--- src/hw/rtl/dlts_pkg.sv ---
`timescale 1ns / 1ps
// shared types and constants for the delta list task scheduler
package dlts_pkg;

  localparam logic [1:0] CMD_TICK     = 2'd0;
  localparam logic [1:0] CMD_ADD      = 2'd1;
  localparam logic [1:0] CMD_DISPATCH = 2'd2;

  typedef enum logic {
    ALU_ADD,
    ALU_SUB
  } alu_op_t;

  typedef struct packed {
    logic [1:0]  command;
    logic [7:0]  task_id;
    logic [15:0] first_delay;
    logic [15:0] repeat_period;
  } in_t;

  typedef struct packed {
    logic       fired;
    logic [7:0] fired_task;
    logic       add_dropped;
    logic       tail_lost;
    logic       head_ready;
    logic       list_empty;
  } out_t;

  typedef struct packed {
    logic [7:0]  task_id;
    logic [15:0] delta;
    logic [15:0] period;
    logic        ready;
  } entry_t;

  localparam int ENTRY_W = $bits(entry_t);

endpackage

--- src/hw/rtl/delta_list_task_scheduler_core.sv ---
`timescale 1ns / 1ps
// delta list task scheduler: sequencer, entry ram and shared alu
//
//  channel | ports                     | transfer when
//  --------+---------------------------+------------------------------
//  input   | start, busy, in_data      | start high while busy low
//  result  | out_valid, out_data       | out_valid high, one cycle only
//
// a tick, or a dispatch with no ready head, reads and checks the head and then
// reads it again for the result; command 3 does only that last read. a dispatch
// that removes the head moves each later entry up one place, then runs an add
// for a periodic task. an add walks the entries to its place, then shifts the
// later entries down unless it appends; all steps share the one entry ram.
// the result strobe is high in the first cycle that busy is low; a new start
// may be taken in that same cycle. the receiver cannot stall the result.
// reset is synchronous; the fill count empties the list, no clearing pass.
module delta_list_task_scheduler_core
  import dlts_pkg::*;
#(
  parameter int MAX_TASKS = 16
) (
  input  logic clk,
  input  logic rst_n,
  input  logic start,
  output logic busy,
  input  in_t  in_data,
  output logic out_valid,
  output out_t out_data
);

  localparam int IW = $clog2(MAX_TASKS);
  localparam int CW = $clog2(MAX_TASKS + 1);
  localparam logic [CW-1:0] FULL = CW'(MAX_TASKS);

  typedef enum logic [3:0] {
    S_IDLE,
    S_HEAD_RD,
    S_HEAD_CHK,
    S_RM_RD,
    S_RM_WR,
    S_WALK_RD,
    S_WALK_CHK,
    S_SH_CHK,
    S_SH_WR,
    S_INS_WR,
    S_FIN_RD,
    S_FIN_CHK
  } state_t;

  state_t         state_r, state_nxt;
  logic [CW-1:0]  count_r, count_nxt;
  logic           out_valid_r, out_valid_nxt;
  out_t           out_data_r, out_data_nxt;
  logic [1:0]     cmd_r, cmd_nxt;
  logic [7:0]     id_r, id_nxt;
  logic [15:0]    dly_r, dly_nxt;
  logic [15:0]    per_r, per_nxt;
  logic [15:0]    sum_r, sum_nxt;
  logic [16:0]    sum_hit_r, sum_hit_nxt;
  logic [CW-1:0]  i_r, i_nxt;
  logic [IW-1:0]  j_r, j_nxt;
  logic [IW-1:0]  ins_r, ins_nxt;
  entry_t         disp_r, disp_nxt;
  logic           fired_r, fired_nxt;
  logic [7:0]     ftask_r, ftask_nxt;
  logic           dropped_r, dropped_nxt;
  logic           lost_r, lost_nxt;

  logic               we;
  logic [IW-1:0]      waddr;
  entry_t             wdata;
  logic [IW-1:0]      raddr;
  logic [ENTRY_W-1:0] rd_word;
  entry_t             rd_ent;
  logic [IW-1:0]      diff;

  alu_op_t     alu_op;
  logic [16:0] alu_a;
  logic [16:0] alu_b;
  logic [16:0] alu_res;
  logic        alu_gt;

  assign rd_ent = rd_word;
  assign diff   = j_r - ins_r;

  dlts_ram #(
    .WIDTH (ENTRY_W),
    .DEPTH (MAX_TASKS)
  ) u_ram (
    .clk   (clk),
    .we    (we),
    .waddr (waddr),
    .wdata (wdata),
    .raddr (raddr),
    .rdata (rd_word)
  );

  dlts_alu u_alu (
    .op     (alu_op),
    .a      (alu_a),
    .b      (alu_b),
    .lim    (dly_r),
    .res    (alu_res),
    .gt_lim (alu_gt)
  );

  always_comb begin
    state_nxt     = state_r;
    count_nxt     = count_r;
    out_valid_nxt = 1'b0;
    out_data_nxt  = out_data_r;
    cmd_nxt       = cmd_r;
    id_nxt        = id_r;
    dly_nxt       = dly_r;
    per_nxt       = per_r;
    sum_nxt       = sum_r;
    sum_hit_nxt   = sum_hit_r;
    i_nxt         = i_r;
    j_nxt         = j_r;
    ins_nxt       = ins_r;
    disp_nxt      = disp_r;
    fired_nxt     = fired_r;
    ftask_nxt     = ftask_r;
    dropped_nxt   = dropped_r;
    lost_nxt      = lost_r;
    we            = 1'b0;
    waddr         = '0;
    wdata         = '0;
    raddr         = '0;
    alu_op        = ALU_ADD;
    alu_a         = '0;
    alu_b         = '0;

    case (state_r)
      S_IDLE: begin
        if (start) begin
          cmd_nxt     = in_data.command;
          id_nxt      = in_data.task_id;
          dly_nxt     = in_data.first_delay;
          per_nxt     = in_data.repeat_period;
          fired_nxt   = 1'b0;
          ftask_nxt   = '0;
          dropped_nxt = 1'b0;
          lost_nxt    = 1'b0;
          sum_nxt     = '0;
          i_nxt       = '0;
          case (in_data.command)
            CMD_ADD:      state_nxt = S_WALK_RD;
            CMD_TICK:     state_nxt = S_HEAD_RD;
            CMD_DISPATCH: state_nxt = S_HEAD_RD;
            default:      state_nxt = S_FIN_RD;
          endcase
        end
      end

      S_HEAD_RD: begin
        state_nxt = S_HEAD_CHK;
      end

      S_HEAD_CHK: begin
        alu_op    = ALU_SUB;
        alu_a     = {1'b0, rd_ent.delta};
        alu_b     = 17'd1;
        state_nxt = S_FIN_RD;
        if (count_r != '0) begin
          if (cmd_r == CMD_TICK && !rd_ent.ready) begin
            we    = 1'b1;
            wdata = rd_ent;
            if (rd_ent.delta == '0) begin
              wdata.ready = 1'b1;
            end else begin
              wdata.delta = alu_res[15:0];
            end
          end else if (cmd_r == CMD_DISPATCH && rd_ent.ready) begin
            fired_nxt = 1'b1;
            ftask_nxt = rd_ent.task_id;
            id_nxt    = rd_ent.task_id;
            dly_nxt   = rd_ent.period;
            per_nxt   = rd_ent.period;
            j_nxt     = '0;
            if (count_r > CW'(1)) begin
              state_nxt = S_RM_RD;
            end else begin
              count_nxt = count_r - CW'(1);
              state_nxt = (rd_ent.period != '0) ? S_WALK_RD : S_FIN_RD;
            end
          end
        end
      end

      // move every entry up one place to drop the head
      S_RM_RD: begin
        raddr     = j_r + IW'(1);
        state_nxt = S_RM_WR;
      end

      S_RM_WR: begin
        we    = 1'b1;
        waddr = j_r;
        wdata = rd_ent;
        if (CW'(j_r) + CW'(2) == count_r) begin
          count_nxt = count_r - CW'(1);
          state_nxt = (per_r != '0) ? S_WALK_RD : S_FIN_RD;
        end else begin
          j_nxt     = j_r + IW'(1);
          state_nxt = S_RM_RD;
        end
      end

      S_WALK_RD: begin
        alu_op = ALU_SUB;
        alu_a  = {1'b0, dly_r};
        alu_b  = {1'b0, sum_r};
        if (i_r == count_r) begin
          // due after every entry: append or drop
          if (count_r == FULL) begin
            dropped_nxt = 1'b1;
          end else begin
            we            = 1'b1;
            waddr         = count_r[IW-1:0];
            wdata.task_id = id_r;
            wdata.delta   = alu_res[15:0];
            wdata.period  = per_r;
            wdata.ready   = (alu_res[15:0] == '0);
            count_nxt     = count_r + CW'(1);
          end
          state_nxt = S_FIN_RD;
        end else begin
          raddr     = i_r[IW-1:0];
          state_nxt = S_WALK_CHK;
        end
      end

      S_WALK_CHK: begin
        alu_op = ALU_ADD;
        alu_a  = {1'b0, sum_r};
        alu_b  = {1'b0, rd_ent.delta};
        if (alu_gt) begin
          sum_hit_nxt = alu_res;
          disp_nxt    = rd_ent;
          ins_nxt     = i_r[IW-1:0];
          if (count_r == FULL) begin
            j_nxt    = IW'(MAX_TASKS - 1);
            lost_nxt = 1'b1;
          end else begin
            j_nxt = count_r[IW-1:0];
          end
          state_nxt = S_SH_CHK;
        end else begin
          sum_nxt   = alu_res[15:0];
          i_nxt     = i_r + CW'(1);
          state_nxt = S_WALK_RD;
        end
      end

      // shift the tail down from the end toward the insertion point
      S_SH_CHK: begin
        alu_op = ALU_SUB;
        alu_a  = sum_hit_r;
        alu_b  = {1'b0, dly_r};
        if (diff > IW'(1)) begin
          raddr     = j_r - IW'(1);
          state_nxt = S_SH_WR;
        end else if (diff == IW'(1)) begin
          // displaced entry keeps what remains of its delta
          we          = 1'b1;
          waddr       = j_r;
          wdata       = disp_r;
          wdata.delta = alu_res[15:0];
          state_nxt   = S_INS_WR;
        end else begin
          state_nxt = S_INS_WR;
        end
      end

      S_SH_WR: begin
        we        = 1'b1;
        waddr     = j_r;
        wdata     = rd_ent;
        j_nxt     = j_r - IW'(1);
        state_nxt = S_SH_CHK;
      end

      S_INS_WR: begin
        alu_op        = ALU_SUB;
        alu_a         = {1'b0, dly_r};
        alu_b         = {1'b0, sum_r};
        we            = 1'b1;
        waddr         = ins_r;
        wdata.task_id = id_r;
        wdata.delta   = alu_res[15:0];
        wdata.period  = per_r;
        wdata.ready   = (alu_res[15:0] == '0);
        if (count_r != FULL) begin
          count_nxt = count_r + CW'(1);
        end
        state_nxt = S_FIN_RD;
      end

      S_FIN_RD: begin
        state_nxt = S_FIN_CHK;
      end

      S_FIN_CHK: begin
        out_valid_nxt           = 1'b1;
        out_data_nxt.fired      = fired_r;
        out_data_nxt.fired_task = ftask_r;
        out_data_nxt.add_dropped = dropped_r;
        out_data_nxt.tail_lost  = lost_r;
        out_data_nxt.head_ready = (count_r != '0) && rd_ent.ready;
        out_data_nxt.list_empty = (count_r == '0);
        state_nxt               = S_IDLE;
      end

      default: begin
        state_nxt = S_IDLE;
      end
    endcase
  end

  always_ff @(posedge clk) begin
    out_data_r <= out_data_nxt;
    cmd_r      <= cmd_nxt;
    id_r       <= id_nxt;
    dly_r      <= dly_nxt;
    per_r      <= per_nxt;
    sum_r      <= sum_nxt;
    sum_hit_r  <= sum_hit_nxt;
    i_r        <= i_nxt;
    j_r        <= j_nxt;
    ins_r      <= ins_nxt;
    disp_r     <= disp_nxt;
    fired_r    <= fired_nxt;
    ftask_r    <= ftask_nxt;
    dropped_r  <= dropped_nxt;
    lost_r     <= lost_nxt;
    if (!rst_n) begin
      state_r     <= S_IDLE;
      count_r     <= '0;
      out_valid_r <= 1'b0;
    end else begin
      state_r     <= state_nxt;
      count_r     <= count_nxt;
      out_valid_r <= out_valid_nxt;
    end
  end

  assign busy      = (state_r != S_IDLE);
  assign out_valid = out_valid_r;
  assign out_data  = out_data_r;

  assert property (@(posedge clk) disable iff (!rst_n) start && !busy |=> busy)
    else $error("accepted command did not make the block busy");

  assert property (@(posedge clk) disable iff (!rst_n) count_r <= FULL)
    else $error("fill count beyond table size");

  assert property (@(posedge clk) disable iff (!rst_n)
    out_valid |-> !(out_data.add_dropped && out_data.tail_lost))
    else $error("add both dropped and lost the tail");

  assert property (@(posedge clk) disable iff (!rst_n)
    out_valid && out_data.list_empty |-> !out_data.head_ready)
    else $error("empty list reports a ready head");

  assert property (@(posedge clk) disable iff (!rst_n)
    out_valid |-> $past(state_r) == S_FIN_CHK)
    else $error("result strobe outside the finish step");

endmodule

--- src/hw/rtl/dlts_ram.sv ---
`timescale 1ns / 1ps
// generic single write port, single read port ram with registered read
module dlts_ram #(
  parameter int WIDTH = 8,
  parameter int DEPTH = 16
) (
  input  logic                     clk,
  input  logic                     we,
  input  logic [$clog2(DEPTH)-1:0] waddr,
  input  logic [WIDTH-1:0]         wdata,
  input  logic [$clog2(DEPTH)-1:0] raddr,
  output logic [WIDTH-1:0]         rdata
);

  logic [WIDTH-1:0] mem [DEPTH];

  always_ff @(posedge clk) begin
    if (we) begin
      mem[waddr] <= wdata;
    end
    rdata <= mem[raddr];
  end

endmodule

--- src/hw/rtl/dlts_alu.sv ---
`timescale 1ns / 1ps
// shared add/subtract unit with compare against the requested delay
module dlts_alu
  import dlts_pkg::*;
(
  input  alu_op_t     op,
  input  logic [16:0] a,
  input  logic [16:0] b,
  input  logic [15:0] lim,
  output logic [16:0] res,
  output logic        gt_lim
);

  always_comb begin
    case (op)
      ALU_ADD: res = a + b;
      ALU_SUB: res = a - b;
      default: res = a + b;
    endcase
    gt_lim = res > {1'b0, lim};
  end

endmodule
--- config.mk ---
export PLATFORM = sky130hd
export DESIGN_NAME = delta_list_task_scheduler_core
export DESIGN_NICKNAME = d
export VERILOG_FILES = /design/src/hw/rtl/dlts_pkg.sv /design/src/hw/rtl/delta_list_task_scheduler_core.sv /design/src/hw/rtl/dlts_ram.sv /design/src/hw/rtl/dlts_alu.sv
export SDC_FILE = /design/constraint.sdc
export NUM_CORES = 1
export LEC_CHECK = 0
export ABC_AREA = 1
export BUFFER_PORTS_ARGS = -buffer_cell sky130_fd_sc_hd__buf_2
export CAP_MARGIN = 20
export CORE_ASPECT_RATIO = 2
export CORE_MARGIN = 4
export CORE_UTILIZATION = 30
export CTS_CLUSTER_DIAMETER = 200
export DETAILED_ROUTE_END_ITERATION = 10
export GPL_TIMING_DRIVEN = 0
export PLACE_DENSITY = 0.45
export SYNTH_ARGS = -nofsm -noshare
export SYNTH_HDL_FRONTEND = slang
export SYNTH_SLANG_ARGS = --single-unit
--- constraint.sdc ---
create_clock -name clk -period 7.5 [get_ports clk]
set_input_delay 0.375 -clock clk [delete_from_list [all_inputs] [get_ports clk]]
set_output_delay 0.375 -clock clk [all_outputs]
set_load 0.01 [all_outputs]
==> impl_metrics.env <==
export IMPL_synth_seq_cells=844
export IMPL_crit_top_cell="nand2_1"
export IMPL_synth_yosys_warnings=0
export IMPL_maxCapViolCount=0
export IMPL_routed_wl_um=157600
export IMPL_hold_violations=0
export IMPL_r2r_worst_path_cells=30
export IMPL_criticalPathCategory="flop to flop"
export IMPL_viasPerCell=4.993
export IMPL_io_pins=60
export IMPL_wl_per_cell_um=26.21
export IMPL_grt_usage_pct=22.21
export IMPL_ys_async_sr_fraction_pct=0
export IMPL_status="complete, no violations"
export IMPL_post_dp_hpwl_um=117900
export IMPL_p_per_area_mw_per_mm2=395.7
export IMPL_critPathCaptureType="flop"
export IMPL_max_stage_delay_ns=0.68
export IMPL_clkSinkCount=844
export IMPL_layout_common_cells="inv_1, edfxtp_1, nand2_1"
export IMPL_ant_nets=0
export IMPL_final_common_cell="inv_1"
export IMPL_synth_cells=3990
export IMPL_synth_top_family_by_area="simple AND/OR/NAND/NOR gates"
export IMPL_crit_reg2reg_launch="state_r[1]$_SDFFE_PN0N_"
export IMPL_yosysSeqAreaShare_pct=62.46
export IMPL_cts_root_buf="clkbuf_16"
export IMPL_insertion_delay_ns=0.69
export IMPL_r2r_slack_ns=0.30
export IMPL_finalNonFillerCells=6012
export IMPL_muxShareOfSynthArea_pct=0
export IMPL_tightest_slew_ns=1.081
export IMPL_min_period_over_period_pct=96.01
export IMPL_startpoint_type="flop"
export IMPL_antenna_found_initial=4
export IMPL_cp_required_ns=7.85
export IMPL_p_leak_uw=0.01960
export IMPL_portBuffers=59
export IMPL_clkTransAtPathRegs_ns=0.07
export IMPL_gp_congestion=0.8869
export IMPL_reg2reg_to="disp_r[12]$_DFFE_PP_"
export IMPL_ir_worst_vdd_mv=0.1766
export IMPL_synth_area_leader_cell="edfxtp_1"
export IMPL_clockBufferDepth=3
export IMPL_dr_total_vias=30020
export IMPL_drc=0
export IMPL_post_dp_cell_area_mm2=0.04351
export IMPL_rows=188
export IMPL_synth_area_top_cells="edfxtp_1, inv_1, nand3_1, nand2_1, nand4_1"
export IMPL_grt_pass1_wl_um=219200
export IMPL_finClkSkew_ns=0.03551
export IMPL_setup_violations=0
export IMPL_cts_tree="yes"
export IMPL_die_w_um=265.4
export IMPL_grt_overflow=0
export IMPL_die_area_mm2=0.1388
export IMPL_core_area_mm2=0.1315
export IMPL_period_needed_ns=7.201
export IMPL_slew_headroom_pct=27.96
export IMPL_syn_avg_cell_area_um2=9.965
export IMPL_rsz0062_at_grt="yes"
export IMPL_cts_max_level=3
export IMPL_place_inst=5828
export IMPL_hold_slack_ns=0.04446
export IMPL_start_util_pct=30.24
export IMPL_holdPathStages=3
export IMPL_nets=4325
export IMPL_drive_above_1_share_pct=11.89
export IMPL_whs_endpoint="dly_r[3]$_DFFE_PP_"
export IMPL_crit_fanout=30
export IMPL_min_delay_start="in_data[19]"
export IMPL_synth_distinct_cells=56
export IMPL_synth_xor_area_share_pct=0.8308
export IMPL_die_y_um=522.9
export IMPL_synth_area_mm2=0.03976
export IMPL_firstDrtPassIters=6
export IMPL_syn_to_final_growth_pct=17.21
export IMPL_finalMaxSlewViolations=0
export IMPL_hp_class="primary input to flop"
export IMPL_numCtsBuffers=80
export IMPL_drtIter0Drc=2084
export IMPL_synth_compound_area_share_pct=3.103
export IMPL_grt_pass1_vias=30300
export IMPL_synth_simple_gate_area_share_pct=21.47
export IMPL_synth_fa_ha_area_share_pct=1.548
export IMPL_final_area_mm2=0.04660
export IMPL_syn_nets=4083
export IMPL_ys_flop_type="edfxtp_1"
export IMPL_slowest_stage="xor2_1"
export IMPL_synth_edf_count=793
export IMPL_max_freq_mhz=138.9
export IMPL_fillers=13230
export IMPL_grt_max_degree=31
export IMPL_crit_arrival_ns=7.55
export IMPL_synth_top_area_share_pct=59.89
[cells by family after synthesis]
group / count (synthesis)
adder cells (fa/ha/maj): 48
XOR/XNOR: 36
buffers and inverters: 1050
AND/OR/NAND/NOR: 1815
flip-flops: 844
AO/OA/AOI/OAI: 197
[registers in the layout (all words and copies together), names as in the netlist, 5 cells and up]
signal       count
out_data        13
count_r          5
id_r             8
dly_r           16
sum_hit_r       17
i_r              5
per_r           16
ftask_r          8
disp_r          25
sum_r           16
u_ram.rdata     41
u_ram.mem      656
[Yosys cell counts, types with 7 or more instances]
master	number
inv_1	808
edfxtp_1	793
nand2_1	717
nand3_1	588
nand4_1	318
buf_2	144
nor2_1	136
clkbuf_1	65
o21ai_0	54
dfxtp_1	51
ha_1	46
a21oi_1	31
o21ai_1	24
xor2_1	24
o221ai_1	18
buf_4	17
o22ai_1	17
o211ai_1	15
nor3_1	14
a221oi_1	12
xnor2_1	10
inv_2	8
nand2_2	7
nand3_2	7
[worst max-delay path, delay by kind of cell (launching register included)]
family,cells,cell delay [ns]
buf+inv,6,2.43
xor+xnor,1,0.68
compound gates,3,0.54
flops,1,0.49
simple gates,18,2.03
fa+ha+maj,2,0.66
[metal layers]
| metal | vias to the layer above | track usage [%] | share of wire, % |
|---|---|---|---|
| met3 | 394 | 2.223 | 4.1 |
| met5 | - | 0 | 0.0044 |
| met2 | 1020 | 43.72 | 56 |
| met4 | 2 | 13.94 | 7.4 |
| li1 | 13960 | - | - |
| met1 | 14640 | 21.86 | 33 |
[worst max path at each step]
stage | from | to | slack [ns] | cells past startpoint
after global routing | state_r[3]$_SDFFE_PN0N_ | disp_r[12]$_DFFE_PP_ | -0.03 | 33
final | state_r[1]$_SDFFE_PN0N_ | disp_r[12]$_DFFE_PP_ | 0.30 | 30
after CTS | state_r[3]$_SDFFE_PN0N_ | sum_r[5]$_SDFFCE_PN0P_ | 0.02 | 29
after floorplan | count_r[0]$_SDFFE_PN0P_ | dly_r[0]$_DFFE_PP_ | 1.11 | 9
after global placement | count_r[0]$_SDFFE_PN0P_ | per_r[0]$_DFFE_PP_ | -3.65 | 9
after detailed placement | state_r[3]$_SDFFE_PN0N_ | sum_r[3]$_SDFFCE_PN0P_ | 0.08 | 29
[per-stage QoR]
stage | total power, uW | util [%] | setup WS, ns | TNS, ns
finish | 18440 | 35.44 | 0.2990 | 0
global route | 19380 | 35.44 | -0.03434 | -0.2648
CTS | 18510 | 35.43 | 0.01745 | 0
detailed placement | 14090 | 33.09 | 0.07794 | 0
global placement | 13660 | 32.09 | -3.655 | -345.14
floorplan | 10930 | - | 1.106 | 0
[where the power goes]
| group | switching (uW) | total, uW | internal, uW |
|---|---|---|---|
| Clock | 1920 | 4390 | 2470 |
| Sequential | 410 | 6960 | 6550 |
| Combinational | 5110 | 7090 | 1970 |
| Total | 7450 | 18400 | 11000 |
[timing repair]
action / in CTS / in global routing
setup endpoints to repair: 0 / 51
hold buffers: 31 / 0
setup buffers: 0 / 0
hold endpoints to repair: 34 / 0
gates resized for setup: 0 / 6
[cell type report]
cell class,count,area [um2],share of cell area (%)
repair buffers,159,1619,3.474
well taps,1710,2140,4.591
plain buffers,232,1145,2.457
flip-flops and latches,844,24830,53.29
inverters,818,3070,6.589
diodes,3,7.507,0.01611
clock buffers,103,2192,4.704
multi-input cells,2097,11030,23.66
clock inverters,46,568.0,1.219
Note: power is estimated with default switching activity, not from simulation.
